<file path="config.mk">
export PLATFORM = sky130hd
export DESIGN_NAME = multitouch_slot_tracker_top
export DESIGN_NICKNAME = d
export VERILOG_FILES = /design/src/mst_pkg.sv /design/src/mst_front.sv /design/src/mst_cq.sv /design/src/mst_back.sv /design/src/multitouch_slot_tracker_top.sv
export SDC_FILE = /design/constraint.sdc
export NUM_CORES = 2
export LEC_CHECK = 0
export BUFFER_PORTS_ARGS = -buffer_cell sky130_fd_sc_hd__buf_2
export CAP_MARGIN = 30
export CORE_AREA = 2 2 483 485
export CTS_BUF_LIST = sky130_fd_sc_hd__clkbuf_4 sky130_fd_sc_hd__clkbuf_8
export CTS_CLUSTER_SIZE = 30
export DETAILED_ROUTE_END_ITERATION = 16
export DIE_AREA = 0 0 485 487
export PLACE_DENSITY = 0.45
export SLEW_MARGIN = 5
export SYNTH_ARGS = -nofsm -noshare
export SYNTH_HDL_FRONTEND = slang
export SYNTH_SLANG_ARGS = --single-unit
</file>
<file path="constraint.sdc">
create_clock -name clock -period 6.9 [get_ports clock]
set_input_delay 0.345 -clock clock [delete_from_list [all_inputs] [get_ports clock]]
set_output_delay 0.345 -clock clock [all_outputs]
set_load 0.005 [all_outputs]
</file>
<file path="src/mst_pkg.sv">
`default_nettype none
// ----------------------------------------------------------------------------
// mst_pkg: shared types and constants of the multitouch slot tracker
// Request and response payloads, event modes, contact actions, CSR indices,
// the contact record and the scale constant.
// ----------------------------------------------------------------------------
package mst_pkg;

   localparam int unsigned FULL_SCALE = 10000;

   typedef enum logic [2:0] {
      MODE_SLOT  = 3'd0,
      MODE_TRACK = 3'd1,
      MODE_POS_X = 3'd2,
      MODE_POS_Y = 3'd3,
      MODE_KEY   = 3'd4,
      MODE_SYNC  = 3'd5
   } mode_type;

   typedef enum logic [1:0] {
      ACT_DOWN = 2'd0,
      ACT_MOVE = 2'd1,
      ACT_UP   = 2'd2
   } action_type;

   typedef enum logic [2:0] {
      CSR_X_MIN  = 3'd0,
      CSR_X_MAX  = 3'd1,
      CSR_Y_MIN  = 3'd2,
      CSR_Y_MAX  = 3'd3,
      CSR_MULTI  = 3'd4,
      CSR_SWAP   = 3'd5,
      CSR_INV_X  = 3'd6,
      CSR_INV_Y  = 3'd7
   } csr_index_type;

   typedef struct packed {
      logic [2:0]         mode;
      logic signed [31:0] value;
      logic               link_connected;
   } req_type;

   typedef struct packed {
      logic [13:0] pos_x;
      logic [13:0] pos_y;
      logic [1:0]  action;
      logic [3:0]  pointer_id;
      logic        last;
   } rsp_type;

   // one contact handed from the front part to the back part
   typedef struct packed {
      logic signed [31:0] raw_x;
      logic signed [31:0] raw_y;
      logic [1:0]         action;
      logic [3:0]         pointer_id;
      logic               last;
   } contact_type;

endpackage
`default_nettype wire

</file>
<file path="src/mst_front.sv">
`default_nettype none
// ----------------------------------------------------------------------------
// mst_front: event decoder and slot walker
// Applies touch events to slot state; on sync walks the slots one per cycle,
// stalling on a full contact queue when linked; emits raw contacts into it.
// ----------------------------------------------------------------------------
module mst_front #(
   parameter int MAX_TOUCH = 10
) (
   input  wire                 clock,
   input  wire                 reset,
   input  wire                 multi_touch,
   input  wire                 req_push,
   input  mst_pkg::req_type    req_data,
   output logic                req_full,
   output logic                c_push,
   output mst_pkg::contact_type c_data,
   input  wire                 c_full,
   output logic                busy
);

   localparam int SW = 4;

   typedef enum logic [1:0] {
      ST_IDLE = 2'b01,
      ST_WALK = 2'b10
   } state_type;

   state_type state_ff, state_in;
   logic [MAX_TOUCH-1:0] act_ff, act_in, was_ff, was_in;
   logic signed [31:0] sx_ff [MAX_TOUCH];
   logic signed [31:0] sy_ff [MAX_TOUCH];
   logic [SW-1:0] cur_ff, cur_in, idx_ff, idx_in;
   logic cur_ok_ff, cur_ok_in, chg_ff, chg_in, link_ff, link_in;
   logic [MAX_TOUCH-1:0] pend;
   logic take, wr_x, wr_y;
   logic [SW-1:0] wslot;
   logic signed [31:0] wval;
   logic [SW-1:0] nxt;
   logic found, live, step;

   assign req_full = (state_ff != ST_IDLE);
   assign busy = (state_ff != ST_IDLE);
   assign take = req_push && !req_full;

   // pending slots at or after the walk index
   always_comb begin
      pend = '0;
      for (int i = 0; i < MAX_TOUCH; i++) begin
         if ((act_ff[i] || was_ff[i]) && (i >= int'(idx_ff)))
            pend[i] = 1'b1;
      end
      found = 1'b0;
      nxt = '0;
      for (int i = MAX_TOUCH - 1; i >= 0; i--) begin
         if (pend[i]) begin
            found = 1'b1;
            nxt = SW'(i);
         end
      end
   end

   always_comb begin
      live = 1'b0;
      for (int i = 0; i < MAX_TOUCH; i++) begin
         if ((act_ff[i] || was_ff[i]) && (i > int'(nxt)))
            live = 1'b1;
      end
   end

   assign step = (state_ff == ST_WALK) && found && !(link_ff && c_full);

   always_comb begin
      c_push = step && link_ff;
      c_data.raw_x = sx_ff[nxt];
      c_data.raw_y = sy_ff[nxt];
      c_data.action = act_ff[nxt] ? (was_ff[nxt] ? mst_pkg::ACT_MOVE : mst_pkg::ACT_DOWN)
                                  : mst_pkg::ACT_UP;
      c_data.pointer_id = nxt;
      c_data.last = !live;
   end

   always_comb begin
      state_in = state_ff;
      act_in = act_ff;
      was_in = was_ff;
      cur_in = cur_ff;
      cur_ok_in = cur_ok_ff;
      chg_in = chg_ff;
      idx_in = idx_ff;
      link_in = link_ff;
      wr_x = 1'b0;
      wr_y = 1'b0;
      wslot = '0;
      wval = req_data.value;
      unique case (state_ff)
         ST_IDLE: begin
            if (take) begin
               if (req_data.mode == mst_pkg::MODE_SYNC) begin
                  if (chg_ff) begin
                     state_in = ST_WALK;
                     idx_in = '0;
                     link_in = req_data.link_connected;
                  end
                  chg_in = 1'b0;
               end else if (multi_touch) begin
                  wslot = cur_ff;
                  case (req_data.mode)
                     mst_pkg::MODE_SLOT: begin
                        if (!req_data.value[31] && req_data.value < MAX_TOUCH) begin
                           cur_in = SW'(req_data.value);
                           cur_ok_in = 1'b1;
                        end else begin
                           cur_ok_in = 1'b0;
                        end
                     end
                     mst_pkg::MODE_TRACK: begin
                        if (cur_ok_ff) begin
                           act_in[cur_ff] = !req_data.value[31];
                           chg_in = 1'b1;
                        end
                     end
                     mst_pkg::MODE_POS_X: begin
                        if (cur_ok_ff) begin
                           wr_x = 1'b1;
                           chg_in = 1'b1;
                        end
                     end
                     mst_pkg::MODE_POS_Y: begin
                        if (cur_ok_ff) begin
                           wr_y = 1'b1;
                           chg_in = 1'b1;
                        end
                     end
                     default: ;
                  endcase
               end else begin
                  case (req_data.mode)
                     mst_pkg::MODE_POS_X: begin
                        wr_x = 1'b1;
                        chg_in = 1'b1;
                     end
                     mst_pkg::MODE_POS_Y: begin
                        wr_y = 1'b1;
                        chg_in = 1'b1;
                     end
                     mst_pkg::MODE_KEY: begin
                        act_in[0] = (req_data.value != 0);
                        chg_in = 1'b1;
                     end
                     default: ;
                  endcase
               end
            end
         end
         ST_WALK: begin
            if (!found) begin
               state_in = ST_IDLE;
            end else if (step) begin
               was_in[nxt] = act_ff[nxt];
               idx_in = nxt + SW'(1);
               if (int'(nxt) == MAX_TOUCH - 1)
                  state_in = ST_IDLE;
            end
         end
         default: state_in = ST_IDLE;
      endcase
   end

   always_ff @(posedge clock) begin
      if (reset) begin
         state_ff <= ST_IDLE;
         act_ff <= '0;
         was_ff <= '0;
         cur_ff <= '0;
         cur_ok_ff <= 1'b1;
         chg_ff <= 1'b0;
         idx_ff <= '0;
         link_ff <= 1'b0;
         for (int i = 0; i < MAX_TOUCH; i++) begin
            sx_ff[i] <= '0;
            sy_ff[i] <= '0;
         end
      end else begin
         state_ff <= state_in;
         act_ff <= act_in;
         was_ff <= was_in;
         cur_ff <= cur_in;
         cur_ok_ff <= cur_ok_in;
         chg_ff <= chg_in;
         idx_ff <= idx_in;
         link_ff <= link_in;
         if (wr_x)
            sx_ff[wslot] <= wval;
         if (wr_y)
            sy_ff[wslot] <= wval;
      end
   end

endmodule
`default_nettype wire

</file>
<file path="src/mst_cq.sv">
`default_nettype none
// ----------------------------------------------------------------------------
// mst_cq: contact queue
// Small queue of raw contacts between the slot walker and the scaler.
// ----------------------------------------------------------------------------
module mst_cq (
   input  wire                  clock,
   input  wire                  reset,
   input  wire                  push,
   input  mst_pkg::contact_type push_data,
   output logic                 full,
   input  wire                  pop,
   output mst_pkg::contact_type pop_data,
   output logic                 empty
);

   mst_pkg::contact_type mem_ff [2];
   logic wp_ff, wp_in, rp_ff, rp_in;
   logic [1:0] cnt_ff, cnt_in;

   assign full = (cnt_ff == 2'd2);
   assign empty = (cnt_ff == 2'd0);
   assign pop_data = mem_ff[rp_ff];

   always_comb begin
      wp_in = wp_ff ^ (push && !full);
      rp_in = rp_ff ^ (pop && !empty);
      cnt_in = cnt_ff + 2'(push && !full) - 2'(pop && !empty);
   end

   always_ff @(posedge clock) begin
      if (reset) begin
         wp_ff <= 1'b0;
         rp_ff <= 1'b0;
         cnt_ff <= '0;
      end else begin
         wp_ff <= wp_in;
         rp_ff <= rp_in;
         cnt_ff <= cnt_in;
      end
      if (push && !full)
         mem_ff[wp_ff] <= push_data;
   end

endmodule
`default_nettype wire

</file>
<file path="src/mst_back.sv">
`default_nettype none
// ----------------------------------------------------------------------------
// mst_back: coordinate scaler
// Normalizes both axes with a shared restoring divider, then swaps, inverts
// and hands the response to a one-entry output register.
// ----------------------------------------------------------------------------
module mst_back (
   input  wire                  clock,
   input  wire                  reset,
   input  wire signed [31:0]    x_minimum,
   input  wire signed [31:0]    x_maximum,
   input  wire signed [31:0]    y_minimum,
   input  wire signed [31:0]    y_maximum,
   input  wire                  swap_axes,
   input  wire                  invert_x,
   input  wire                  invert_y,
   input  wire                  c_empty,
   input  mst_pkg::contact_type c_data,
   output logic                 c_pop,
   output logic                 rsp_empty,
   input  wire                  rsp_pop,
   output mst_pkg::rsp_type     rsp_data,
   output logic                 busy
);

   // quotient below 10000 fits 14 bits; numerator d*10000 below 2^47
   localparam int QW = 14;
   localparam int NW = 47;

   localparam logic [1:0] CLIP_NONE = 2'd0;
   localparam logic [1:0] CLIP_LOW  = 2'd1;
   localparam logic [1:0] CLIP_HIGH = 2'd2;

   typedef enum logic [5:0] {
      ST_IDLE  = 6'b000001,
      ST_PREP  = 6'b000010,
      ST_MUL   = 6'b000100,
      ST_DIV   = 6'b001000,
      ST_NEXT  = 6'b010000,
      ST_OUT   = 6'b100000
   } state_type;

   state_type state_ff, state_in;
   mst_pkg::contact_type ct_ff;
   logic axis_ff, axis_in;
   logic [32:0] d_ff, span_ff;
   logic [1:0] clip_ff;
   logic [NW-1:0] rem_ff;
   logic [QW-1:0] q_ff, nx_ff, ny_ff;
   logic [3:0] bit_ff;
   logic out_v_ff;
   mst_pkg::rsp_type out_ff;

   logic signed [32:0] raw, lo, hi, d_s, sp_s, sp_eff;
   logic [1:0] cls;
   logic [NW-1:0] trial;
   logic [QW-1:0] val, fx, fy, ox, oy;

   assign c_pop = (state_ff == ST_IDLE) && !c_empty;
   assign rsp_empty = !out_v_ff;
   assign rsp_data = out_ff;
   assign busy = (state_ff != ST_IDLE);

   always_comb begin
      raw = axis_ff ? 33'(ct_ff.raw_y) : 33'(ct_ff.raw_x);
      lo = axis_ff ? 33'(y_minimum) : 33'(x_minimum);
      hi = axis_ff ? 33'(y_maximum) : 33'(x_maximum);
      d_s = raw - lo;
      sp_s = hi - lo;
      sp_eff = (sp_s[32] || sp_s == '0) ? 33'sd1 : sp_s;
      if (d_s[32] || d_s == '0)
         cls = CLIP_LOW;
      else if (d_s >= sp_eff)
         cls = CLIP_HIGH;
      else
         cls = CLIP_NONE;
      trial = NW'(span_ff) << bit_ff;
      val = (clip_ff == CLIP_LOW) ? '0 :
            (clip_ff == CLIP_HIGH) ? QW'(mst_pkg::FULL_SCALE) : q_ff;
      fx = swap_axes ? ny_ff : nx_ff;
      fy = swap_axes ? nx_ff : ny_ff;
      ox = invert_x ? QW'(mst_pkg::FULL_SCALE) - fx : fx;
      oy = invert_y ? QW'(mst_pkg::FULL_SCALE) - fy : fy;
   end

   always_comb begin
      state_in = state_ff;
      axis_in = axis_ff;
      unique case (state_ff)
         ST_IDLE:  if (!c_empty) begin
            state_in = ST_PREP;
            axis_in = 1'b0;
         end
         ST_PREP:  state_in = ST_MUL;
         ST_MUL:   state_in = (clip_ff != CLIP_NONE) ? ST_NEXT : ST_DIV;
         ST_DIV:   if (bit_ff == 4'd0) state_in = ST_NEXT;
         ST_NEXT:  begin
            if (!axis_ff) begin
               axis_in = 1'b1;
               state_in = ST_PREP;
            end else if (!out_v_ff || rsp_pop) begin
               state_in = ST_OUT;
            end
         end
         ST_OUT:   state_in = ST_IDLE;
         default:  state_in = ST_IDLE;
      endcase
   end

   always_ff @(posedge clock) begin
      if (reset) begin
         state_ff <= ST_IDLE;
         axis_ff <= 1'b0;
         out_v_ff <= 1'b0;
      end else begin
         state_ff <= state_in;
         axis_ff <= axis_in;
         if (state_ff == ST_OUT)
            out_v_ff <= 1'b1;
         else if (rsp_pop && out_v_ff)
            out_v_ff <= 1'b0;
      end
      if (c_pop)
         ct_ff <= c_data;
      // stage the offset and span of the current axis, and classify the clipped cases
      if (state_ff == ST_PREP) begin
         d_ff <= d_s;
         span_ff <= sp_eff;
         clip_ff <= cls;
         q_ff <= '0;
         bit_ff <= 4'(QW - 1);
      end
      if (state_ff == ST_MUL)
         rem_ff <= NW'(d_ff) * NW'(mst_pkg::FULL_SCALE);
      if (state_ff == ST_DIV) begin
         if (rem_ff >= trial) begin
            rem_ff <= rem_ff - trial;
            q_ff[bit_ff] <= 1'b1;
         end
         bit_ff <= bit_ff - 4'd1;
      end
      if (state_ff == ST_NEXT) begin
         if (!axis_ff)
            nx_ff <= val;
         else
            ny_ff <= val;
      end
      if (state_ff == ST_OUT) begin
         out_ff.pos_x <= ox;
         out_ff.pos_y <= oy;
         out_ff.action <= ct_ff.action;
         out_ff.pointer_id <= ct_ff.pointer_id;
         out_ff.last <= ct_ff.last;
      end
   end

endmodule
`default_nettype wire

</file>
<file path="src/multitouch_slot_tracker_top.sv">
`default_nettype none
// ----------------------------------------------------------------------------
// multitouch_slot_tracker_top: multitouch slot tracker
// Tracks touch slots from a stream of touch events and reports contacts.
// ----------------------------------------------------------------------------
// Non-sync events are applied to the slot state when taken. A sync with pending
// changes walks the slots one per cycle in the front part, stalling on a full
// queue when linked, and blocks requests until the walk is done; each reported
// contact then passes through the shared 14-step restoring divider in the back
// part, run once per axis unless that axis clips, and waits while the output
// register is still occupied. A two-entry queue decouples the walker from the scaler.
module multitouch_slot_tracker_top #(
   parameter int MAX_TOUCH = 10
) (
   input  wire               clock,
   input  wire               reset,
   input  wire               csr_we,
   input  wire [2:0]         csr_index,
   input  wire [31:0]        csr_wdata,
   input  wire               req_push,
   input  mst_pkg::req_type  req_data,
   output logic              full,
   output logic              empty,
   input  wire               pop,
   output mst_pkg::rsp_type  rsp_data
);

   logic signed [31:0] x_min_ff, x_max_ff, y_min_ff, y_max_ff;
   logic multi_ff, swap_ff, inv_x_ff, inv_y_ff;
   logic c_push, c_full, c_pop, c_empty, f_busy, b_busy;
   mst_pkg::contact_type c_in, c_out;

   always_ff @(posedge clock) begin
      if (reset) begin
         x_min_ff <= '0;
         x_max_ff <= 32'sd1;
         y_min_ff <= '0;
         y_max_ff <= 32'sd1;
         multi_ff <= 1'b1;
         swap_ff <= 1'b0;
         inv_x_ff <= 1'b0;
         inv_y_ff <= 1'b0;
      end else if (csr_we) begin
         unique case (csr_index)
            mst_pkg::CSR_X_MIN: x_min_ff <= csr_wdata;
            mst_pkg::CSR_X_MAX: x_max_ff <= csr_wdata;
            mst_pkg::CSR_Y_MIN: y_min_ff <= csr_wdata;
            mst_pkg::CSR_Y_MAX: y_max_ff <= csr_wdata;
            mst_pkg::CSR_MULTI: multi_ff <= csr_wdata[0];
            mst_pkg::CSR_SWAP:  swap_ff <= csr_wdata[0];
            mst_pkg::CSR_INV_X: inv_x_ff <= csr_wdata[0];
            mst_pkg::CSR_INV_Y: inv_y_ff <= csr_wdata[0];
            default: ;
         endcase
      end
   end

   mst_front #(.MAX_TOUCH(MAX_TOUCH)) u_front (
      .clock(clock), .reset(reset), .multi_touch(multi_ff),
      .req_push(req_push), .req_data(req_data), .req_full(full),
      .c_push(c_push), .c_data(c_in), .c_full(c_full), .busy(f_busy)
   );

   mst_cq u_cq (
      .clock(clock), .reset(reset), .push(c_push), .push_data(c_in), .full(c_full),
      .pop(c_pop), .pop_data(c_out), .empty(c_empty)
   );

   mst_back u_back (
      .clock(clock), .reset(reset),
      .x_minimum(x_min_ff), .x_maximum(x_max_ff),
      .y_minimum(y_min_ff), .y_maximum(y_max_ff),
      .swap_axes(swap_ff), .invert_x(inv_x_ff), .invert_y(inv_y_ff),
      .c_empty(c_empty), .c_data(c_out), .c_pop(c_pop),
      .rsp_empty(empty), .rsp_pop(pop), .rsp_data(rsp_data), .busy(b_busy)
   );

   a_pos_range: assert property (@(posedge clock) disable iff (reset)
      !empty |-> (rsp_data.pos_x <= 14'd10000 && rsp_data.pos_y <= 14'd10000))
      else $error("response coordinate out of range");

   a_hold: assert property (@(posedge clock) disable iff (reset)
      (!empty && !pop) |=> $stable(rsp_data))
      else $error("response changed while waiting");

   a_cq_push: assert property (@(posedge clock) disable iff (reset)
      c_push |-> f_busy)
      else $error("contact pushed outside a slot walk");

   a_pop_busy: assert property (@(posedge clock) disable iff (reset)
      c_pop |=> b_busy)
      else $error("scaler idle after taking a contact");

endmodule
`default_nettype wire
</file>
==> impl_metrics.toml <==
[status]
outcome = "finished, final reports clean"

[yosys]
synth-simple-area-share = 0.1161
synth_xor_area_frac = 0.01967
synth.avg_cell_area_um2 = 11.48
yosysUniqueCellTypes = 84
synth-edff-count = 1116
yosys.area.top_type = "edfxtp_1"
syn-num-nets = 6446
synth_top_area_frac = 0.4865
synth_compound_area_frac = 0.08717
synth_seq_cells = 1354
ys.flop_type = "edfxtp_1"
async_reset_ff_frac = 0
syn_area_um2 = 68880
synth_fa_ha_area_frac = 0.07655
synth_warnings = 0
muxShareOfSynthArea = 0.1063
synthTopCellsByArea = "edfxtp_1 49%, dfxtp_1 6.9%, ha_1 5.1%, mux4_2 4.8%, nor2_1 4.3%"
synth_top_family_by_area = "simple AND/OR/NAND/NOR gates"
syn_inst = 6002
ys_seq_area_frac = 0.5557

[sta]
rsz0062_at_grt = "no"
setup_tns_ps = 0
period_minus_slack_ps = 6281
tightest_slew_ps = 1080
slew_viol_final = 0
hold_violations = 0
fin_ws_ps = 619.2
fin_crit_sh = 0.9103
max_slew_margin = 0.2722
max_freq_mhz = 159.2
setup_viol = 0
finClkSkew_ps = 81.62

[critical_path]
end_kind = "flop"
cp.required_ps = 7660
slowest_delay_ps = 490
arrival_ps = 7040
r2r_end = "u_back.clip_ff[1]"
startpoint_type = "flop"
r2r_cells = 30
r2r_start = "u_back.axis_ff"
critPathMostFrequentCell = "o21a_1"
path_max_fanout = 41
critPathSlowestCell = "or4_1"
ff2ff_setup_slack_ps = 620
worstSetupPathType = "reg2reg"

[route]
drt_iter0_drc = 3387
avgViaCountPerCell = 4.904
routed_wl_um = 216000
drc = 0
drt-pass1-iter-count = 5
routed-via-count = 46740
ant_nets = 0
wl_per_cell_um = 22.67

[finish]
fill_cells = 23110
final_cells = 9531
fin_nets = 6721
syn2layout_area_growth_pct = 14.91
stdcell_area_um2 = 79150
drive_above_1_share = 0.1600

[grt]
grt_pass1_wl_um = 318500
grt_max_degree = 91
track_usage = 0.1804
antenna_found_initial = 13
overflow = 0
grt_pass1_vias = 47160

[power]
leakage_nw = 28.25
power_mw = 23.60
ir_drop_v = 0.0001820
p_per_area_nw_per_um2 = 298.1

[placed_design]
place_area_um2 = 73570
dp.cells = 9009
place.gp.congestion = 0.8680
dpl.hpwl_um = 144100
pre_cts_ws_ps = 462.1
port_buffers = 112

[floorplanning]
start_util = 0.2976
core_um2 = 231400
dieArea_um2 = 236200
fp.dieW_um = 485
die_h_um = 487
io_pins = 113
num_rows = 177

[clock_tree]
insertion_delay_ps = 1000
htree_levels = 4
cts_buffers = 229
clockBufferDepth = 3
cts_tree = "yes"
clock-root-buffer = "clkbuf_8"
path_clk_slew_ps = 70
numClockSinks = 1354

[hold_path]
hp-class = "in2reg"
hold_path_end = "u_front.sy_ff[7][23]"
hold_depth = 3
worstHoldStart = "req_data[24]"

[job]
cap_violations = 0
-- through the flow --
step / util / hold WS (ps)
2_1_floorplan: - / 400.3
3_3_place_gp: 0.3176 / 404.2
3_5_place_dp: 0.3179 / 405.6
4_1_cts: 0.3411 / 0.02232
5_1_grt: 0.3420 / 12.67
6_report: 0.3420 / 90.42
-- area by class of cell --
| type | instances | area, um2 | share of cell area |
|---|---|---|---|
| Inverter | 417 | 1573 | 0.01987 |
| Antenna cell | 11 | 27.53 | 0.0003478 |
| Multi-Input combinational cell | 3945 | 28190 | 0.3562 |
| Sequential cell | 1354 | 38290 | 0.4837 |
| Clock inverter | 98 | 772.0 | 0.009753 |
| Timing Repair Buffer | 330 | 2524 | 0.03188 |
| Clock buffer | 333 | 3970 | 0.05016 |
| Tap cell | 3043 | 3807 | 0.04810 |
-- cell usage after synthesis, types with 14 or more instances --
| library cell | instances |
|---|---|
| dfxtp_1 | 238 |
| or2_2 | 23 |
| edfxtp_1 | 1116 |
| nand3_1 | 64 |
| a21o_1 | 86 |
| o31ai_1 | 14 |
| xor2_1 | 70 |
| nor3_1 | 56 |
| nand2b_1 | 43 |
| o211ai_1 | 20 |
| inv_1 | 413 |
| nor4_1 | 21 |
| ha_1 | 279 |
| o21ai_0 | 231 |
| nand2_1 | 710 |
| buf_1 | 42 |
| xnor2_1 | 81 |
| a211oi_1 | 27 |
| nor2b_1 | 39 |
| o21bai_1 | 26 |
| o22ai_1 | 69 |
| and2_1 | 42 |
| nand4_1 | 27 |
| a31oi_1 | 30 |
| fa_1 | 89 |
| clkbuf_1 | 242 |
| mux2_2 | 144 |
| nor2_1 | 795 |
| mux4_2 | 146 |
| o21a_1 | 22 |
| mux2i_1 | 241 |
| a21oi_1 | 370 |
-- layer usage --
metal / global-route usage / wire (um) / vias to the layer above
li1: - / - / 22050
met1: 0.2387 / 96400 / 23360
met2: 0.3029 / 104200 / 1050
met3: 0.02972 / 9797 / 286
met4: 0.05254 / 5684 / 0
met5: 0 / 0 / -
-- registers in the layout, indices dropped and copies added (netlist names), 14 cells and up --
register and cells:
x_max_ff 32, u_back.ny_ff 14, u_back.ct_ff 71, u_back.d_ff 33, u_back.rsp_data 35, u_front.sx_ff 384, x_min_ff 32, y_max_ff 32
u_back.rem_ff 47, y_min_ff 32, u_back.span_ff 33, u_back.nx_ff 14, u_back.q_ff 14, u_front.sy_ff 384, u_cq.mem_ff 142
-- cells in the final DEF (no fill, tap or decap), types with 86 or more instances in the layout --
| cell | Yosys | layout |
|---|---|---|
| mux2_2 | 144 | 144 |
| nand2_1 | 710 | 689 |
| mux4_2 | 146 | 146 |
| o21ai_0 | 231 | 231 |
| buf_2 | 2 | 116 |
| clkbuf_4 | 0 | 103 |
| dfxtp_1 | 238 | 235 |
| mux2i_1 | 241 | 241 |
| a21oi_1 | 370 | 370 |
| fa_1 | 89 | 89 |
| nor2_1 | 795 | 790 |
| clkbuf_8 | 0 | 235 |
| buf_4 | 0 | 132 |
| a21o_1 | 86 | 86 |
| edfxtp_1 | 1116 | 1116 |
| ha_1 | 279 | 277 |
| inv_1 | 413 | 410 |
-- worst max-delay path, delay by kind of cell (launching register included) --
family	cells	cell delay, ps
AO/OA/AOI/OAI	13	2420
AND/OR/NAND/NOR	10	1610
buffers and inverters	3	610
adder cells (fa/ha/maj)	2	470
flip-flops	1	410
multiplexers	1	380
XOR/XNOR	1	100
-- worst max-delay path by stage --
stage                        start                end  cells past startpoint
global placement    u_back.axis_ff  u_back.clip_ff[1]                     29
finish              u_back.axis_ff  u_back.clip_ff[1]                     30
global route        u_back.axis_ff  u_back.clip_ff[1]                     28
floorplan           u_back.axis_ff  u_back.clip_ff[1]                     30
CTS                 u_back.axis_ff  u_back.clip_ff[1]                     28
detailed placement  u_back.axis_ff  u_back.clip_ff[1]                     28
-- power breakdown --
part           internal [mW]  switching, mW  leakage, nW
Combinational           2.43           4.01         13.4
Clock                   4.00           3.52         2.52
Sequential              9.38          0.264         12.4
-- repair_timing --
action / 4_1_cts / 5_1_grt
resized for setup: 0 / 1
endpoints found under the setup margin: 0 / 1
buffers inserted: 0 / 6
hold endpoints to repair: 290 / 0
hold buffers: 64 / 0
-- cells by family after synthesis --
kind of cell | after synthesis
XOR/XNOR | 153
AND/OR/NAND/NOR | 1892
adder cells (fa/ha/maj) | 368
AO/OA/AOI/OAI | 999
buffers and inverters | 703
other | 2
multiplexers | 531
flip-flops | 1354
No activity file was read; power rests on OpenSTA's default activity.
